`src/sv/tvfh_pkg.sv`:
```
package tvfh_pkg;

    localparam logic [31:0] FNV_PRIME  = 32'h0100_0193;
    localparam logic [31:0] FNV_BASIS  = 32'h811c_9dc5;
    localparam logic [31:0] NAN_HASH   = 32'h7fc0_0000;
    localparam logic [31:0] UNDEF_HASH = 32'h0100_0000;
    // (basis ^ 0) * prime, the hash of an empty array with length mixing
    localparam logic [63:0] EMPTY_MIX_WIDE  = 64'(FNV_BASIS) * 64'(FNV_PRIME);
    localparam logic [31:0] EMPTY_MIX_HASH  = EMPTY_MIX_WIDE[31:0];

    localparam logic [3:0] KIND_NULL    = 4'd0;
    localparam logic [3:0] KIND_UNDEF   = 4'd1;
    localparam logic [3:0] KIND_BOOL    = 4'd2;
    localparam logic [3:0] KIND_INT32   = 4'd3;
    localparam logic [3:0] KIND_FLOAT32 = 4'd4;
    localparam logic [3:0] KIND_FLOAT64 = 4'd5;
    localparam logic [3:0] KIND_BYTE    = 4'd6;
    localparam logic [3:0] KIND_WORD    = 4'd7;
    localparam logic [3:0] KIND_EMPTY   = 4'd8;

    typedef enum logic [1:0] {
        OP_RESULT,
        OP_MIX,
        OP_EMPTY
    } op_kind_t;

    typedef struct packed {
        op_kind_t    kind;
        logic [31:0] value;
        logic        first;
        logic        last;
        logic        mixlen;
    } op_t;

    typedef enum logic [1:0] {
        ST_IDLE,
        ST_MUL,
        ST_DONE
    } back_state_t;

endpackage

```
`src/sv/tvfh_fifo.sv`:
```
module tvfh_fifo #(
    parameter int WIDTH = 32,
    parameter int DEPTH = 2
) (
    input  logic             clk,
    input  logic             rst_n,
    input  logic             push,
    input  logic [WIDTH-1:0] wdata,
    output logic             full,
    input  logic             pop,
    output logic [WIDTH-1:0] rdata,
    output logic             empty
);

    localparam int AW = (DEPTH > 1) ? $clog2(DEPTH) : 1;
    localparam int CW = $clog2(DEPTH + 1);
    localparam logic [AW-1:0] LAST_PTR = AW'(DEPTH - 1);
    localparam logic [CW-1:0] FULL_CNT = CW'(DEPTH);

    logic [WIDTH-1:0] mem_reg [DEPTH];
    logic [AW-1:0]    wr_ptr_reg, wr_ptr_next;
    logic [AW-1:0]    rd_ptr_reg, rd_ptr_next;
    logic [CW-1:0]    count_reg, count_next;
    logic             do_push, do_pop;

    assign full    = (count_reg == FULL_CNT);
    assign empty   = (count_reg == '0);
    assign do_push = push && !full;
    assign do_pop  = pop && !empty;
    assign rdata   = mem_reg[rd_ptr_reg];

    always_comb
    begin
        wr_ptr_next = wr_ptr_reg;
        rd_ptr_next = rd_ptr_reg;
        count_next  = count_reg;
        if (do_push)
        begin
            wr_ptr_next = (wr_ptr_reg == LAST_PTR) ? '0 : wr_ptr_reg + AW'(1);
        end
        if (do_pop)
        begin
            rd_ptr_next = (rd_ptr_reg == LAST_PTR) ? '0 : rd_ptr_reg + AW'(1);
        end
        if (do_push && !do_pop)
        begin
            count_next = count_reg + CW'(1);
        end
        else if (do_pop && !do_push)
        begin
            count_next = count_reg - CW'(1);
        end
    end

    always_ff @(posedge clk or negedge rst_n)
    begin
        if (!rst_n)
        begin
            wr_ptr_reg <= '0;
            rd_ptr_reg <= '0;
            count_reg  <= '0;
        end
        else
        begin
            wr_ptr_reg <= wr_ptr_next;
            rd_ptr_reg <= rd_ptr_next;
            count_reg  <= count_next;
        end
    end

    always_ff @(posedge clk)
    begin
        if (do_push)
        begin
            mem_reg[wr_ptr_reg] <= wdata;
        end
    end

endmodule

```
`src/sv/tvfh_front.sv`:
```
module tvfh_front (
    input  logic [3:0]     kind,
    input  logic [63:0]    payload,
    input  logic           first,
    input  logic           last,
    input  logic           mix_length,
    output tvfh_pkg::op_t  op,
    output logic           op_valid
);

    logic [31:0] lo;
    logic [31:0] f32_hash;
    logic [31:0] f64_hash;
    logic        f32_nan;
    logic        f64_nan;

    assign lo = payload[31:0];

    assign f32_nan  = (lo[30:23] == 8'hff) && (lo[22:0] != '0);
    assign f32_hash = f32_nan ? tvfh_pkg::NAN_HASH :
                      (lo[30:0] == '0) ? 32'd0 : lo;

    assign f64_nan  = (payload[62:52] == 11'h7ff) && (payload[51:0] != '0);
    assign f64_hash = f64_nan ? tvfh_pkg::NAN_HASH :
                      (payload[62:0] == '0) ? 32'd0 : (payload[63:32] ^ lo);

    always_comb
    begin
        op.kind   = tvfh_pkg::OP_RESULT;
        op.value  = 32'd0;
        op.first  = first;
        op.last   = last;
        op.mixlen = 1'b0;
        op_valid  = 1'b1;
        case (kind)
            tvfh_pkg::KIND_NULL:    op.value = 32'd0;
            tvfh_pkg::KIND_UNDEF:   op.value = tvfh_pkg::UNDEF_HASH;
            tvfh_pkg::KIND_BOOL:    op.value = {31'd0, (payload != '0)};
            tvfh_pkg::KIND_INT32:   op.value = lo;
            tvfh_pkg::KIND_FLOAT32: op.value = f32_hash;
            tvfh_pkg::KIND_FLOAT64: op.value = f64_hash;
            tvfh_pkg::KIND_BYTE:
            begin
                op.kind  = tvfh_pkg::OP_MIX;
                op.value = {24'd0, payload[7:0]};
            end
            tvfh_pkg::KIND_WORD:
            begin
                op.kind   = tvfh_pkg::OP_MIX;
                op.value  = lo;
                op.mixlen = mix_length;
            end
            tvfh_pkg::KIND_EMPTY:
            begin
                // hash is a constant; the transaction still closes any open sequence
                op.kind  = tvfh_pkg::OP_EMPTY;
                op.value = mix_length ? tvfh_pkg::EMPTY_MIX_HASH : tvfh_pkg::FNV_BASIS;
            end
            default:
            begin
                op_valid = 1'b0;
            end
        endcase
    end

endmodule

```
`src/sv/tvfh_back.sv`:
```
module tvfh_back (
    input  logic           clk,
    input  logic           rst_n,
    input  tvfh_pkg::op_t  op,
    input  logic           op_valid,
    output logic           op_pop,
    output logic           res_push,
    output logic [31:0]    res_data,
    input  logic           res_full
);

    tvfh_pkg::back_state_t state_reg, state_next;

    logic [31:0] acc_reg, acc_next;
    logic [31:0] count_reg, count_next;
    logic [31:0] xin_reg, xin_next;
    logic [31:0] prod_reg, prod_next;
    logic        last_reg, last_next;
    logic        mixlen_reg, mixlen_next;

    // next state
    always_comb
    begin
        state_next = state_reg;
        case (state_reg)
            tvfh_pkg::ST_IDLE:
            begin
                if (op_valid && op.kind == tvfh_pkg::OP_MIX)
                begin
                    state_next = tvfh_pkg::ST_MUL;
                end
            end
            tvfh_pkg::ST_MUL:
            begin
                state_next = tvfh_pkg::ST_DONE;
            end
            tvfh_pkg::ST_DONE:
            begin
                if (!last_reg)
                begin
                    state_next = tvfh_pkg::ST_IDLE;
                end
                else if (mixlen_reg)
                begin
                    state_next = tvfh_pkg::ST_MUL;
                end
                else if (!res_full)
                begin
                    state_next = tvfh_pkg::ST_IDLE;
                end
            end
            default:
            begin
                state_next = tvfh_pkg::ST_IDLE;
            end
        endcase
    end

    // outputs and datapath
    always_comb
    begin
        op_pop      = 1'b0;
        res_push    = 1'b0;
        res_data    = prod_reg;
        acc_next    = acc_reg;
        count_next  = count_reg;
        xin_next    = xin_reg;
        prod_next   = prod_reg;
        last_next   = last_reg;
        mixlen_next = mixlen_reg;
        case (state_reg)
            tvfh_pkg::ST_IDLE:
            begin
                if (op_valid)
                begin
                    case (op.kind)
                        tvfh_pkg::OP_MIX:
                        begin
                            op_pop      = 1'b1;
                            xin_next    = (op.first ? tvfh_pkg::FNV_BASIS : acc_reg) ^ op.value;
                            count_next  = (op.first ? 32'd0 : count_reg) + 32'd1;
                            last_next   = op.last;
                            mixlen_next = op.mixlen;
                        end
                        tvfh_pkg::OP_EMPTY:
                        begin
                            if (!res_full)
                            begin
                                op_pop     = 1'b1;
                                res_push   = 1'b1;
                                res_data   = op.value;
                                acc_next   = tvfh_pkg::FNV_BASIS;
                                count_next = 32'd0;
                            end
                        end
                        default:
                        begin
                            // scalars leave the sequence state alone
                            if (!res_full)
                            begin
                                op_pop   = 1'b1;
                                res_push = 1'b1;
                                res_data = op.value;
                            end
                        end
                    endcase
                end
            end
            tvfh_pkg::ST_MUL:
            begin
                prod_next = xin_reg * tvfh_pkg::FNV_PRIME;
            end
            tvfh_pkg::ST_DONE:
            begin
                if (!last_reg)
                begin
                    acc_next = prod_reg;
                end
                else if (mixlen_reg)
                begin
                    // second pass mixes the element count
                    xin_next    = prod_reg ^ count_reg;
                    mixlen_next = 1'b0;
                end
                else if (!res_full)
                begin
                    res_push   = 1'b1;
                    acc_next   = tvfh_pkg::FNV_BASIS;
                    count_next = 32'd0;
                end
            end
            default:
            begin
                op_pop = 1'b0;
            end
        endcase
    end

    always_ff @(posedge clk or negedge rst_n)
    begin
        if (!rst_n)
        begin
            state_reg <= tvfh_pkg::ST_IDLE;
            acc_reg   <= tvfh_pkg::FNV_BASIS;
            count_reg <= 32'd0;
        end
        else
        begin
            state_reg <= state_next;
            acc_reg   <= acc_next;
            count_reg <= count_next;
        end
    end

    always_ff @(posedge clk)
    begin
        xin_reg    <= xin_next;
        prod_reg   <= prod_next;
        last_reg   <= last_next;
        mixlen_reg <= mixlen_next;
    end

endmodule

```
`src/sv/typed_value_fnv_hasher.sv`:
```
// Typed value hasher, FNV-1a 32. Items go in through a queue-style port (push/full)
// and hashes come out through another (empty/pop). A front end classifies each
// transaction and works out scalar hashes on the spot; a small op queue feeds a back
// end that owns the running accumulator and element count and a single 32x32
// multiplier. The back end handles a scalar or empty-sequence item from idle; a byte
// or element word goes through issue, multiply and update; the last word of an array
// with length mixing repeats multiply and update, as the count goes through the same
// multiplier. Results leave in the order the items arrived, one per scalar, per
// empty-sequence item and per last byte or word; other kinds produce nothing.
module typed_value_fnv_hasher #(
    parameter int OP_QUEUE_DEPTH  = 2,
    parameter int RES_QUEUE_DEPTH = 2
) (
    input  logic        clk,
    input  logic        rst_n,
    input  logic [3:0]  kind,
    input  logic [63:0] payload,
    input  logic        first,
    input  logic        last,
    input  logic        mix_length,
    input  logic        push,
    output logic        full,
    output logic [31:0] hash,
    output logic        empty,
    input  logic        pop
);

    localparam int OP_W = $bits(tvfh_pkg::op_t);

    tvfh_pkg::op_t front_op;
    tvfh_pkg::op_t back_op;
    logic          front_valid;
    logic          opq_empty;
    logic          op_pop;
    logic          res_push;
    logic [31:0]   res_data;
    logic          resq_full;

    tvfh_front u_front (
        .kind       (kind),
        .payload    (payload),
        .first      (first),
        .last       (last),
        .mix_length (mix_length),
        .op         (front_op),
        .op_valid   (front_valid)
    );

    tvfh_fifo #(
        .WIDTH (OP_W),
        .DEPTH (OP_QUEUE_DEPTH)
    ) u_op_queue (
        .clk   (clk),
        .rst_n (rst_n),
        .push  (push && front_valid),
        .wdata (front_op),
        .full  (full),
        .pop   (op_pop),
        .rdata (back_op),
        .empty (opq_empty)
    );

    tvfh_back u_back (
        .clk      (clk),
        .rst_n    (rst_n),
        .op       (back_op),
        .op_valid (!opq_empty),
        .op_pop   (op_pop),
        .res_push (res_push),
        .res_data (res_data),
        .res_full (resq_full)
    );

    tvfh_fifo #(
        .WIDTH (32),
        .DEPTH (RES_QUEUE_DEPTH)
    ) u_res_queue (
        .clk   (clk),
        .rst_n (rst_n),
        .push  (res_push),
        .wdata (res_data),
        .full  (resq_full),
        .pop   (pop),
        .rdata (hash),
        .empty (empty)
    );

endmodule

```
`config.mk`:
```
export PLATFORM = sky130hd
export DESIGN_NAME = typed_value_fnv_hasher
export DESIGN_NICKNAME = d
export VERILOG_FILES = /design/src/sv/tvfh_pkg.sv /design/src/sv/tvfh_fifo.sv /design/src/sv/tvfh_front.sv /design/src/sv/tvfh_back.sv /design/src/sv/typed_value_fnv_hasher.sv
export SDC_FILE = /design/constraint.sdc
export NUM_CORES = 1
export LEC_CHECK = 0
export BUFFER_PORTS_ARGS = -buffer_cell sky130_fd_sc_hd__buf_2
export CAP_MARGIN = 20
export CORE_MARGIN = 2
export CORE_UTILIZATION = 62
export DETAILED_ROUTE_END_ITERATION = 16
export PLACE_DENSITY = 0.86
export SLEW_MARGIN = 0
export SYNTH_ARGS = -nofsm -noshare
export SYNTH_HDL_FRONTEND = slang
export SYNTH_SLANG_ARGS = --single-unit
export TNS_END_PERCENT = 5
```
`constraint.sdc`:
```
create_clock -name clk -period 6.27 [get_ports clk]
set_input_delay 1.254 -clock clk [delete_from_list [all_inputs] [get_ports clk]]
set_output_delay 1.254 -clock clk [all_outputs]
set_load 0.03 [all_outputs]
```
# == Word level (Yosys, flattened, before mapping) ==
# Memories as Yosys holds them, arrays and structs flattened.
# Cells that the tools add are included.
# word_totals
input_bits,75
mem_bits_rw,138
ff_bits,140
memories,2
out_inout_bits,34
# memory_table
name,depth,width,rd,rd_ports_with_merged_regs,wr,line_no,source
u_op_queue.mem_reg,2,37,1,0,1,tvfh_fifo.sv:20,logic [WIDTH-1:0] mem_reg [DEPTH];
u_res_queue.mem_reg,2,32,1,0,1,tvfh_fifo.sv:20,
# classes
add_sub_neg,9
n_mul,1
muxes,62
n_reduce_logical,41
bitwise,4
eq_ne,26
# op_table
op,count
$mux 32,24
$pmux 32 s2,4
$pmux 32 s7,1
$xor 32x32->32,3
$reduce_bool 64->1,1
$logic_not 63->1,1
$reduce_bool 52->1,1
$add 32x1->32 const B,1
$mul 32x25->32 const B,1
$logic_not 31->1,1
$reduce_bool 23->1,1
$mux 1,21
$eq 4x3->1 const B,4
$mux 2,8
$logic_and 1x1->1,12
$eq 11x11->1 const B,1
$ne 2x1->1 const B,5
$reduce_and 5->1,2
$reduce_or 9->1,1
$eq 2x2->1 const B,4
$eq 4x2->1 const B,2
$eq 8x8->1 const B,1
$logic_not 1->1,8
$reduce_and 4->1,2
20 further kinds,33

# == Longest topological paths before layout ==
# Gate-level depths: netlist of run 1.
# depth
depth_word,10
ltp_mapped,21
depth_no_buf,20

# == Modules after synthesis ==
# A second synthesis of run 1 with hierarchy kept.
# unflattened
cells_unflattened,1708
hier_area_um2,19210.9
# by_module_without_submodules
mod,n_inst,cells_each,seq_area_each_um2,area_per_inst_um2
tvfh_back,1,1227,3651.0,12381.9
tvfh_fifo (u_op_queue),1,134,2322.2,2949.1
tvfh_fifo (u_res_queue),1,119,2021.9,2658.8
tvfh_front,1,226,0.0,1211.2
typed_value_fnv_hasher,1,2,0.0,10.0

# == Worst setup path before layout of run 1 ==
# Ideal clock, no wire load.
# synth_timing
path_type,register to register
startpoint,reg u_back.xin_reg[3]
endpoint,reg u_back.prod_reg[30] (data pin)
synth_period_minus_slack_ps,5338
slack_ps,932
arrival_time_ps,5057
path_stages_with_launch,20
n_path_buf,1
required_time_ps,5989
cell_sequence,edfxtp_1 -> ha_1 -> ha_1 -> inv_1 -> fa_1 -> inv_1 -> ha_1 -> fa_1 -> ha_1 -> inv_1 -> fa_1 -> inv_1 -> ha_1 -> clkbuf_1 -> nand3_1 -> or4_1 -> a2111oi_1 -> nor3_1 -> o21ai_0 -> o311ai_0
# synth_via
elab_chain_len,1
# synth_rtl
item,line_no,source
"start, declared",tvfh_back.sv:16,"logic [31:0] xin_reg, xin_next;"
"start signal, assigned",tvfh_back.sv:157,xin_reg <= xin_next;
$mul 32x25->32,tvfh_back.sv:111,prod_next = xin_reg * tvfh_pkg::FNV_PRIME;
"end signal, assigned",tvfh_back.sv:158,prod_reg <= prod_next;
"end, declared",tvfh_back.sv:17,"logic [31:0] prod_reg, prod_next;"
# No other way between the ends.
# A chain may end at the register's enable or synchronous reset.

# == Worst setup path after layout of run 1 ==
# Same ends and word-level chain as after synthesis.

==> flow_metrics.env, run 1 <==
export IMPL_outcome="finished, final reports clean"
export IMPL_finalCritPeriodShare=0.936
export IMPL_die_y_um=176
export IMPL_synth_most_common_cell="edfxtp_1"
export IMPL_fin_tns_setup_ns=0
export IMPL_relSlewSlack=0.277
export IMPL_fmax_mhz=170
export IMPL_crit_fanout=7
export IMPL_drv_slew=0
export IMPL_dp_hpwl_mm=33.7
export IMPL_start_util=0.634
export IMPL_wl_mm=45.0
export IMPL_synth_edf_count=204
export IMPL_cts_hold_buf=0
export IMPL_cts_tree="built"
export IMPL_avgViaCountPerCell=6.17
export IMPL_crit_arrival_ns=6.12
export IMPL_ios=109
export IMPL_drc=0
export IMPL_port_buffer_count=108
export IMPL_dieArea_sq_mm=0.0309
export IMPL_cp_end_kind="flip-flop"
export IMPL_firstDrtPassIters=6
export IMPL_clk_latency_ns=0.54
export IMPL_h_tree_depth=1
export IMPL_postSynth_asyncResetShare=0.266
export IMPL_ctsLongestPathBuffers=3
export IMPL_root_buffer="clkbuf_16"
export IMPL_hold_viol=0
export IMPL_drv_cap=0
export IMPL_syn_inst=1674
export IMPL_worst_pin_slew_ns=1.08
export IMPL_yosysWarningCount=0
export IMPL_min_path_type="reg -> reg"
export IMPL_antenna_found_initial=1
export IMPL_synth_seq_cells=278
export IMPL_syn_area_per_cell_sq_um=10.9
export IMPL_vias=13400
export IMPL_yosysTopAreaCell="edfxtp_1"
export IMPL_fillCellCount=2088
export IMPL_cts_num_sinks=278
export IMPL_drt_iter0_drc=1381
export IMPL_synth_area_sq_mm=0.0183
export IMPL_setup_viol=0
export IMPL_chipWidth_um=176
export IMPL_yosys_area_top_type_share=0.335
export IMPL_path_clk_slew_ns=0.06
export IMPL_required_ns=6.52
export IMPL_ys_seq_area_frac=0.437
export IMPL_crit_path_start_kind="flip-flop"
export IMPL_synth_area_leaders="edfxtp_1 33%, ha_1 13%, dfrtp_1 8.2%"
export IMPL_grt_max_degree=75
export IMPL_yosys_cell_types_count=61
export IMPL_postCtsSetupBuffers=0
export IMPL_core_area_sq_mm=0.0289
export IMPL_wl_per_cell_um=20.7
export IMPL_gr_total_overflow=0
export IMPL_syn_nets=2012
export IMPL_ant_nets=0
export IMPL_grt_pass1_vias=13400
export IMPL_rsz0062_at_grt="no"
export IMPL_nNetsFinal=2108
export IMPL_crit_type="reg -> reg"
export IMPL_largest_reg_flops=74
export IMPL_grt_pass1_wl_mm=70.3
export IMPL_drive_above_1_share=0.126
export IMPL_min_period_ns=5.87
export IMPL_gp_congestion=0.933
export IMPL_num_rows=62
export IMPL_grt_usage=0.294
export IMPL_cts_buffers=29
export IMPL_synthTopCellsByCount="204 x edfxtp_1, 189 x ha_1, 188 x inv_1"
export IMPL_fin_skew_ns=0.0130
export IMPL_areaGrowthSynthToFinish_pct=10.1
export IMPL_synth_ff_type="edfxtp_1"
export IMPL_post_cts_resized=0
per-stage QoR:
step                hold slack, ns  instance area [sq um]  instances   util  setup slack [ns]
floorplan                    0.456                  18300       1674      -             0.932
global placement             0.476                  19200       2122  0.667             0.685
detailed placement           0.482                  19200       2122  0.667             0.481
CTS                          0.502                  20100       2174  0.697             0.456
global route                 0.516                  20100       2176  0.698            0.0556
finish                       0.502                  20100       2176  0.698             0.402
per-layer routing:
layer	vias up	global-route usage	part of all wire
met5	-	0	0
met4	0	0.113	0.044
met3	132	0.0465	0.078
met2	664	0.485	0.48
met1	6532	0.395	0.40
li1	6095	-	-
cell usage in the layout (no fill, tap or decap), drive strengths merged, types with 9 or more instances in the layout:
cell type / instances
edfxtp: 204
ha: 189
inv: 188
nor2: 126
buf: 125
o21ai: 113
a21oi: 110
nand2: 99
fa: 74
xnor2: 68
dfrtp: 60
xor2: 45
clkbuf: 35
mux2: 34
mux2i: 34
a22o: 27
nand3: 22
nor4: 16
nor3: 14
o22a: 14
dfstp: 14
and3: 14
nand4: 13
a21o: 13
clkinv: 12
and2: 11
o31ai: 11
nor2b: 11
o211a: 9
final timing paths:
check | startpoint | end | slack [ns] | depth (start not counted)
min | u_back.acc_reg[16] | u_back.acc_reg[16] | 0.50 | 1
max | u_back.xin_reg[3] | u_back.prod_reg[30] | 0.40 | 18
max in group asynchronous | rst_n | u_op_queue.rd_ptr_reg | 4.62 | 2
max reg2reg | u_back.xin_reg[3] | u_back.prod_reg[30] | 0.40 | 18
min in group asynchronous | rst_n | u_res_queue.wr_ptr_reg | 0.97 | 2
min reg2reg | u_back.acc_reg[16] | u_back.acc_reg[16] | 0.50 | 1
critical path, cell delays in order (launching register included):
cell and delay, ns:
edfxtp_1 0.51, ha_1 0.32, ha_1 0.29, inv_1 0.05, fa_1 0.48, inv_1 0.04
ha_1 0.20, fa_1 0.43, ha_1 0.28, inv_1 0.04, fa_1 0.47, inv_1 0.04
ha_1 0.40, nand3_1 0.11, or4_1 0.62, a2111oi_1 0.59, nor3_1 0.18, o21ai_0 0.30
o311ai_0 0.20
cell type report:
| class | instances | area (sq um) | share of cell area |
|---|---|---|---|
| clock buffers | 35 | 748 | 0.0371 |
| flip-flops and latches | 278 | 8000 | 0.397 |
| repair buffers | 125 | 688 | 0.0342 |
| multi-input cells | 1148 | 9390 | 0.466 |
| clock inverters | 17 | 136 | 0.00677 |
| diodes | 1 | 2.50 | 0.000124 |
| well taps | 384 | 480 | 0.0238 |
| inverters | 188 | 706 | 0.0350 |
cell families (layout without fill, tap and decap cells):
| group | Yosys count | in the layout | synth area share |
|---|---|---|---|
| flip-flops | 278 | 278 | 0.437 |
| multiplexers | 68 | 68 | 0.0395 |
| AO/OA/AOI/OAI | 354 | 354 | 0.120 |
| buffers and inverters | 248 | 365 | 0.0518 |
| AND/OR/NAND/NOR | 350 | 350 | 0.0877 |
| XOR/XNOR | 113 | 113 | 0.0541 |
| adder cells (fa/ha/maj) | 263 | 263 | 0.210 |
| other | 0 | 1 | 0 |
Power of run 1 is not shown: default switching activity piles up to over one toggle a cycle in this logic, so the estimate is an artifact.
==> run 2, diff against run 1 <==
--- a/config.mk
+++ b/config.mk
@@ -11,6 +11,7 @@
 export CORE_UTILIZATION = 62
 export DETAILED_ROUTE_END_ITERATION = 16
 export PLACE_DENSITY = 0.86
+export REMOVE_ABC_BUFFERS = 1
 export SLEW_MARGIN = 0
 export SYNTH_ARGS = -nofsm -noshare
 export SYNTH_HDL_FRONTEND = slang
==> run 2 against run 1 <==
Sequential share of layout area barely moved; setup slack lost 0.041 ns; clock-buffer cell count up 1; critical path type unchanged; critical endpoint is now u_back.prod_reg[31]; worst hold slack lost 0.0027 ns.
==> flow_metrics.env, run 2 (same netlist as run 1, synthesis figures left out) <==
export IMPL_postCtsSetupBuffers=0
export IMPL_min_period_ns=5.91
export IMPL_drv_slew=0
export IMPL_cts_tree="built"
export IMPL_grt_pass1_vias=13100
export IMPL_min_path_type="reg -> reg"
export IMPL_avgViaCountPerCell=6.20
export IMPL_drc=0
export IMPL_fmax_mhz=169
export IMPL_clk_latency_ns=0.54
export IMPL_grt_max_degree=65
export IMPL_cts_num_sinks=278
export IMPL_core_area_sq_mm=0.0289
export IMPL_outcome="finished, final reports clean"
export IMPL_hold_viol=0
export IMPL_setup_viol=0
export IMPL_fin_tns_setup_ns=0
export IMPL_diodes=0
export IMPL_grt_usage=0.290
export IMPL_nNetsFinal=2105
export IMPL_cts_hold_buf=0
export IMPL_crit_path_start_kind="flip-flop"
export IMPL_wl_per_cell_um=20.7
export IMPL_dieArea_sq_mm=0.0309
export IMPL_post_cts_resized=0
export IMPL_fin_skew_ns=0.0157
export IMPL_path_clk_slew_ns=0.07
export IMPL_ant_nets=0
export IMPL_dp_hpwl_mm=33.6
export IMPL_crit_fanout=7
export IMPL_cp_end_kind="flip-flop"
export IMPL_cts_buffers=27
export IMPL_layout_commonest_cell="edfxtp_1"
export IMPL_largest_reg_flops=74
export IMPL_vias=13500
export IMPL_gr_total_overflow=0
export IMPL_grt_pass1_wl_mm=69.3
export IMPL_gp_congestion=0.951
export IMPL_drv_cap=0
export IMPL_num_rows=62
export IMPL_antenna_found_initial=0
export IMPL_drive_above_1_share=0.129
export IMPL_port_buffer_count=108
export IMPL_worst_pin_slew_ns=1.10
export IMPL_root_buffer="clkbuf_16"
export IMPL_crit_type="reg -> reg"
export IMPL_relSlewSlack=0.263
export IMPL_layout_common_cells="204 x edfxtp_1, 189 x ha_1, 188 x inv_1"
export IMPL_drt_iter0_drc=1585
export IMPL_start_util=0.634
export IMPL_finalCritPeriodShare=0.942
export IMPL_firstDrtPassIters=5
export IMPL_pre_cts_slack_ns=0.448
export IMPL_ctsLongestPathBuffers=3
export IMPL_die_y_um=176
export IMPL_chipWidth_um=176
export IMPL_setup_ws_ns=0.362
export IMPL_h_tree_depth=1
export IMPL_wl_mm=45.0
export IMPL_areaGrowthSynthToFinish_pct=10.0
export IMPL_required_ns=6.54
export IMPL_ios=109
export IMPL_crit_arrival_ns=6.18
export IMPL_final_util=0.698
export IMPL_rsz0062_at_grt="no"
-- run 2: cell types whose count changed in the layout (fill, tap and decap cells not counted), sizes merged --
cell,previous run,this run
bufinv,2,1
buf,125,124
clkinvlp,3,2
clkbuf,35,36
inv,188,190
diode,1,0
clkinv,12,9
-- run 2: final cells by class --
class / count / area, sq um
multi-input cells: 1148 / 9410
fillers: 2006 / 8720
flip-flops and latches: 278 / 8000
clock buffers: 36 / 739
inverters: 188 / 706
repair buffers: 124 / 701
well taps: 384 / 480
clock inverters: 14 / 105
-- run 2: path summary, 6_finish.rpt --
| check | slack [ns] | to | start | cells past startpoint |
|---|---|---|---|---|
| worst max-delay path | 0.36 | u_back.prod_reg[31] | u_back.xin_reg[3] | 18 |
| worst min-delay path | 0.50 | u_op_queue.count_reg[1] | u_op_queue.count_reg[1] | 1 |
| worst max register to register | 0.36 | u_back.prod_reg[31] | u_back.xin_reg[3] | 18 |
| worst min register to register | 0.50 | u_op_queue.count_reg[1] | u_op_queue.count_reg[1] | 1 |
| max in group asynchronous | 4.45 | u_op_queue.rd_ptr_reg | rst_n | 2 |
| min in group asynchronous | 0.66 | u_back.count_reg[1] | rst_n | 1 |
-- run 2: worst max-delay path, stage by stage (launching register included) --
cell and delay (ns):
edfxtp_1 0.50, ha_1 0.34, ha_1 0.33, fa_1 0.46, ha_1 0.23, fa_1 0.44
ha_1 0.28, inv_1 0.04, fa_1 0.47, inv_1 0.05, ha_1 0.38, a21oi_1 0.22
o21ai_0 0.14, nor3_1 0.19, o31ai_1 0.14, o21ai_0 0.68, o31ai_1 0.23, o41ai_1 0.39
xnor2_1 0.12
-- run 2: layer usage --
metal  vias up  part of all wire  global-route usage
met4         0             0.042               0.110
met2       724              0.47               0.470
met5         -                 0                   0
met3       125             0.091              0.0530
met1      6529              0.39               0.391
li1       6096                 -                   -
-- run 2: per-stage QoR --
stage | instances | area (sq um) | hold slack, ns
after floorplan | 1614 | 18100 | 0.456
after global placement | 2120 | 19200 | 0.476
after detailed placement | 2120 | 19200 | 0.482
after CTS | 2170 | 20100 | 0.495
after global routing | 2172 | 20100 | 0.518
final | 2172 | 20100 | 0.499
Power of run 2 is left out for the same reason.
==> run 3, diff against run 2 <==
--- a/config.mk
+++ b/config.mk
@@ -10,7 +10,7 @@
 export CORE_MARGIN = 2
 export CORE_UTILIZATION = 62
 export DETAILED_ROUTE_END_ITERATION = 16
-export PLACE_DENSITY = 0.86
+export PLACE_DENSITY_LB_ADDON = 0.15
 export REMOVE_ABC_BUFFERS = 1
 export SLEW_MARGIN = 0
 export SYNTH_ARGS = -nofsm -noshare
==> run 3 against run 2 <==
Sequential cell count stayed put; sequential share of layout area hardly changed; core utilization is 0.082 points lower; worst hold slack worse by 0.0018 ns; clock skew is 0.0025 ns higher; fmax is 2.0% higher; non-clock buffer count is 1 higher; first-iteration DRC count is 24% lower; final area is 0.12% lower; critical path depth is 1 higher; cell count hardly changed; global-route usage is 0.30 points higher.
==> flow_metrics.env, run 3 (same netlist as run 1, synthesis figures left out) <==
export IMPL_outcome="finished, final reports clean"
export IMPL_port_buffer_count=108
export IMPL_root_buffer="clkbuf_16"
export IMPL_areaGrowthSynthToFinish_pct=9.90
export IMPL_drv_slew=0
export IMPL_drv_cap=0
export IMPL_antenna_found_initial=0
export IMPL_setup_viol=0
export IMPL_ios=109
export IMPL_min_path_type="reg -> reg"
export IMPL_num_rows=62
export IMPL_grt_max_degree=75
export IMPL_drt_iter0_drc=1212
export IMPL_avgViaCountPerCell=6.04
export IMPL_rsz0062_at_grt="no"
export IMPL_grt_usage=0.293
export IMPL_met3WireLength_mm=2.99
export IMPL_chipWidth_um=176
export IMPL_final_util=0.697
export IMPL_stdcell_count=2171
export IMPL_crit_fanout=7
export IMPL_grt_pass1_vias=13000
export IMPL_placed_cells=2119
export IMPL_crit_chain="ha_1 -> ha_1 -> inv_1 -> fa_1 -> inv_1 -> ha_1 -> fa_1 -> ha_1 -> inv_1 -> fa_1 -> inv_1 -> ha_1 -> nand3_1 -> or4_1 -> a2111oi_1 -> buf_4 -> nor3_1 -> o21ai_0 -> o311ai_0"
export IMPL_highest_layer="met4"
export IMPL_relSlewSlack=0.282
export IMPL_worst_pin_slew_ns=1.08
export IMPL_drive_above_1_share=0.125
export IMPL_layout_commonest_cell="edfxtp_1"
export IMPL_diodes=0
export IMPL_postCtsSetupBuffers=0
export IMPL_layout_common_cells="204 x edfxtp_1, 189 x ha_1, 188 x inv_1"
export IMPL_placed_cell_area_sq_mm=0.0192
export IMPL_fin_skew_ns=0.0181
export IMPL_gr_total_overflow=0
export IMPL_min_period_ns=5.79
export IMPL_wl_per_cell_um=20.4
export IMPL_wl_met2_mm=21.2
export IMPL_cp_end_kind="flip-flop"
export IMPL_cpPeakStageDelay_ns=0.64
export IMPL_dieArea_sq_mm=0.0309
export IMPL_die_y_um=176
export IMPL_fmax_mhz=173
export IMPL_slowest_stage="or4_1"
export IMPL_dp_hpwl_mm=33.2
export IMPL_ctsLongestPathBuffers=3
export IMPL_vias=13100
export IMPL_clk_latency_ns=0.53
export IMPL_fin_tns_setup_ns=0
export IMPL_crit_arrival_ns=6.05
export IMPL_crit_type="reg -> reg"
export IMPL_largest_reg_flops=74
export IMPL_ant_nets=0
export IMPL_grt_pass1_wl_mm=69.9
export IMPL_required_ns=6.53
export IMPL_crit_top_cell="ha_1"
export IMPL_core_area_sq_mm=0.0289
export IMPL_firstDrtPassIters=6
export IMPL_final_area_sq_mm=0.0201
export IMPL_cts_tree="built"
export IMPL_finalCritPeriodShare=0.923
export IMPL_path_clk_slew_ns=0.06
export IMPL_wl_mm=44.4
export IMPL_hold_viol=0
export IMPL_h_tree_depth=1
export IMPL_start_util=0.634
export IMPL_cts_buffers=27
export IMPL_fillCellCount=2154
export IMPL_wl_met1_mm=18.8
export IMPL_cts_num_sinks=278
export IMPL_gp_congestion=0.921
export IMPL_crit_path_start_kind="flip-flop"
export IMPL_drc=0
export IMPL_nNetsFinal=2106
[run 3: changes by cell type in the layout (fill, tap and decap cells not counted), sizes merged]
cell	change
buf	+1
clkinvlp	-2
clkbuf	+3
inv	-2
clkinv	-1
[run 3: cell type report]
| cell class | count | area (sq um) | area share |
|---|---|---|---|
| multi-input cells | 1148 | 9410 | 0.468 |
| clock buffers | 39 | 741 | 0.0368 |
| repair buffers | 125 | 716 | 0.0356 |
| flip-flops and latches | 278 | 8000 | 0.398 |
| clock inverters | 9 | 65.1 | 0.00324 |
| inverters | 188 | 706 | 0.0351 |
| well taps | 384 | 480 | 0.0239 |
[run 3: timing repair]
action                                  in CTS  in global routing
hold buffers                                 0                  0
resized for setup                            0                  1
endpoints found under the setup margin       0                  1
[run 3: per-stage QoR]
stage	setup WS, ns	hold slack [ns]
after floorplan	1.04	0.456
after global placement	0.551	0.474
after detailed placement	0.427	0.480
after CTS	0.413	0.492
after global routing	0.158	0.521
final	0.480	0.497
[run 3: path summary, 6_finish.rpt]
check                                   startpoint                       to  slack (ns)  cells after the start
min in group asynchronous                    rst_n        u_back.acc_reg[5]        0.87                      1
max in group asynchronous                    rst_n    u_op_queue.rd_ptr_reg        4.73                      1
setup / recovery                 u_back.xin_reg[3]      u_back.prod_reg[30]        0.48                     19
setup reg to reg                 u_back.xin_reg[3]      u_back.prod_reg[30]        0.48                     19
hold / removal             u_op_queue.count_reg[1]  u_op_queue.count_reg[1]        0.50                      1
hold reg to reg            u_op_queue.count_reg[1]  u_op_queue.count_reg[1]        0.50                      1
[run 3: critical path, delay by kind of cell, from the launching register on]
| family | cells | cell delay [ns] |
|---|---|---|
| adder cells (fa/ha/maj) | 8 | 2.89 |
| AND/OR/NAND/NOR | 3 | 0.84 |
| flip-flops | 1 | 0.48 |
| AO/OA/AOI/OAI | 3 | 0.93 |
| buffers and inverters | 5 | 0.39 |
[run 3: metal layers]
layer | up-vias | global-route usage
met3 | 88 | 0.0535
met1 | 6465 | 0.401
li1 | 6097 | -
met5 | - | 0
met4 | 0 | 0.0899
met2 | 457 | 0.478
Power of run 3 is left out for the same reason.
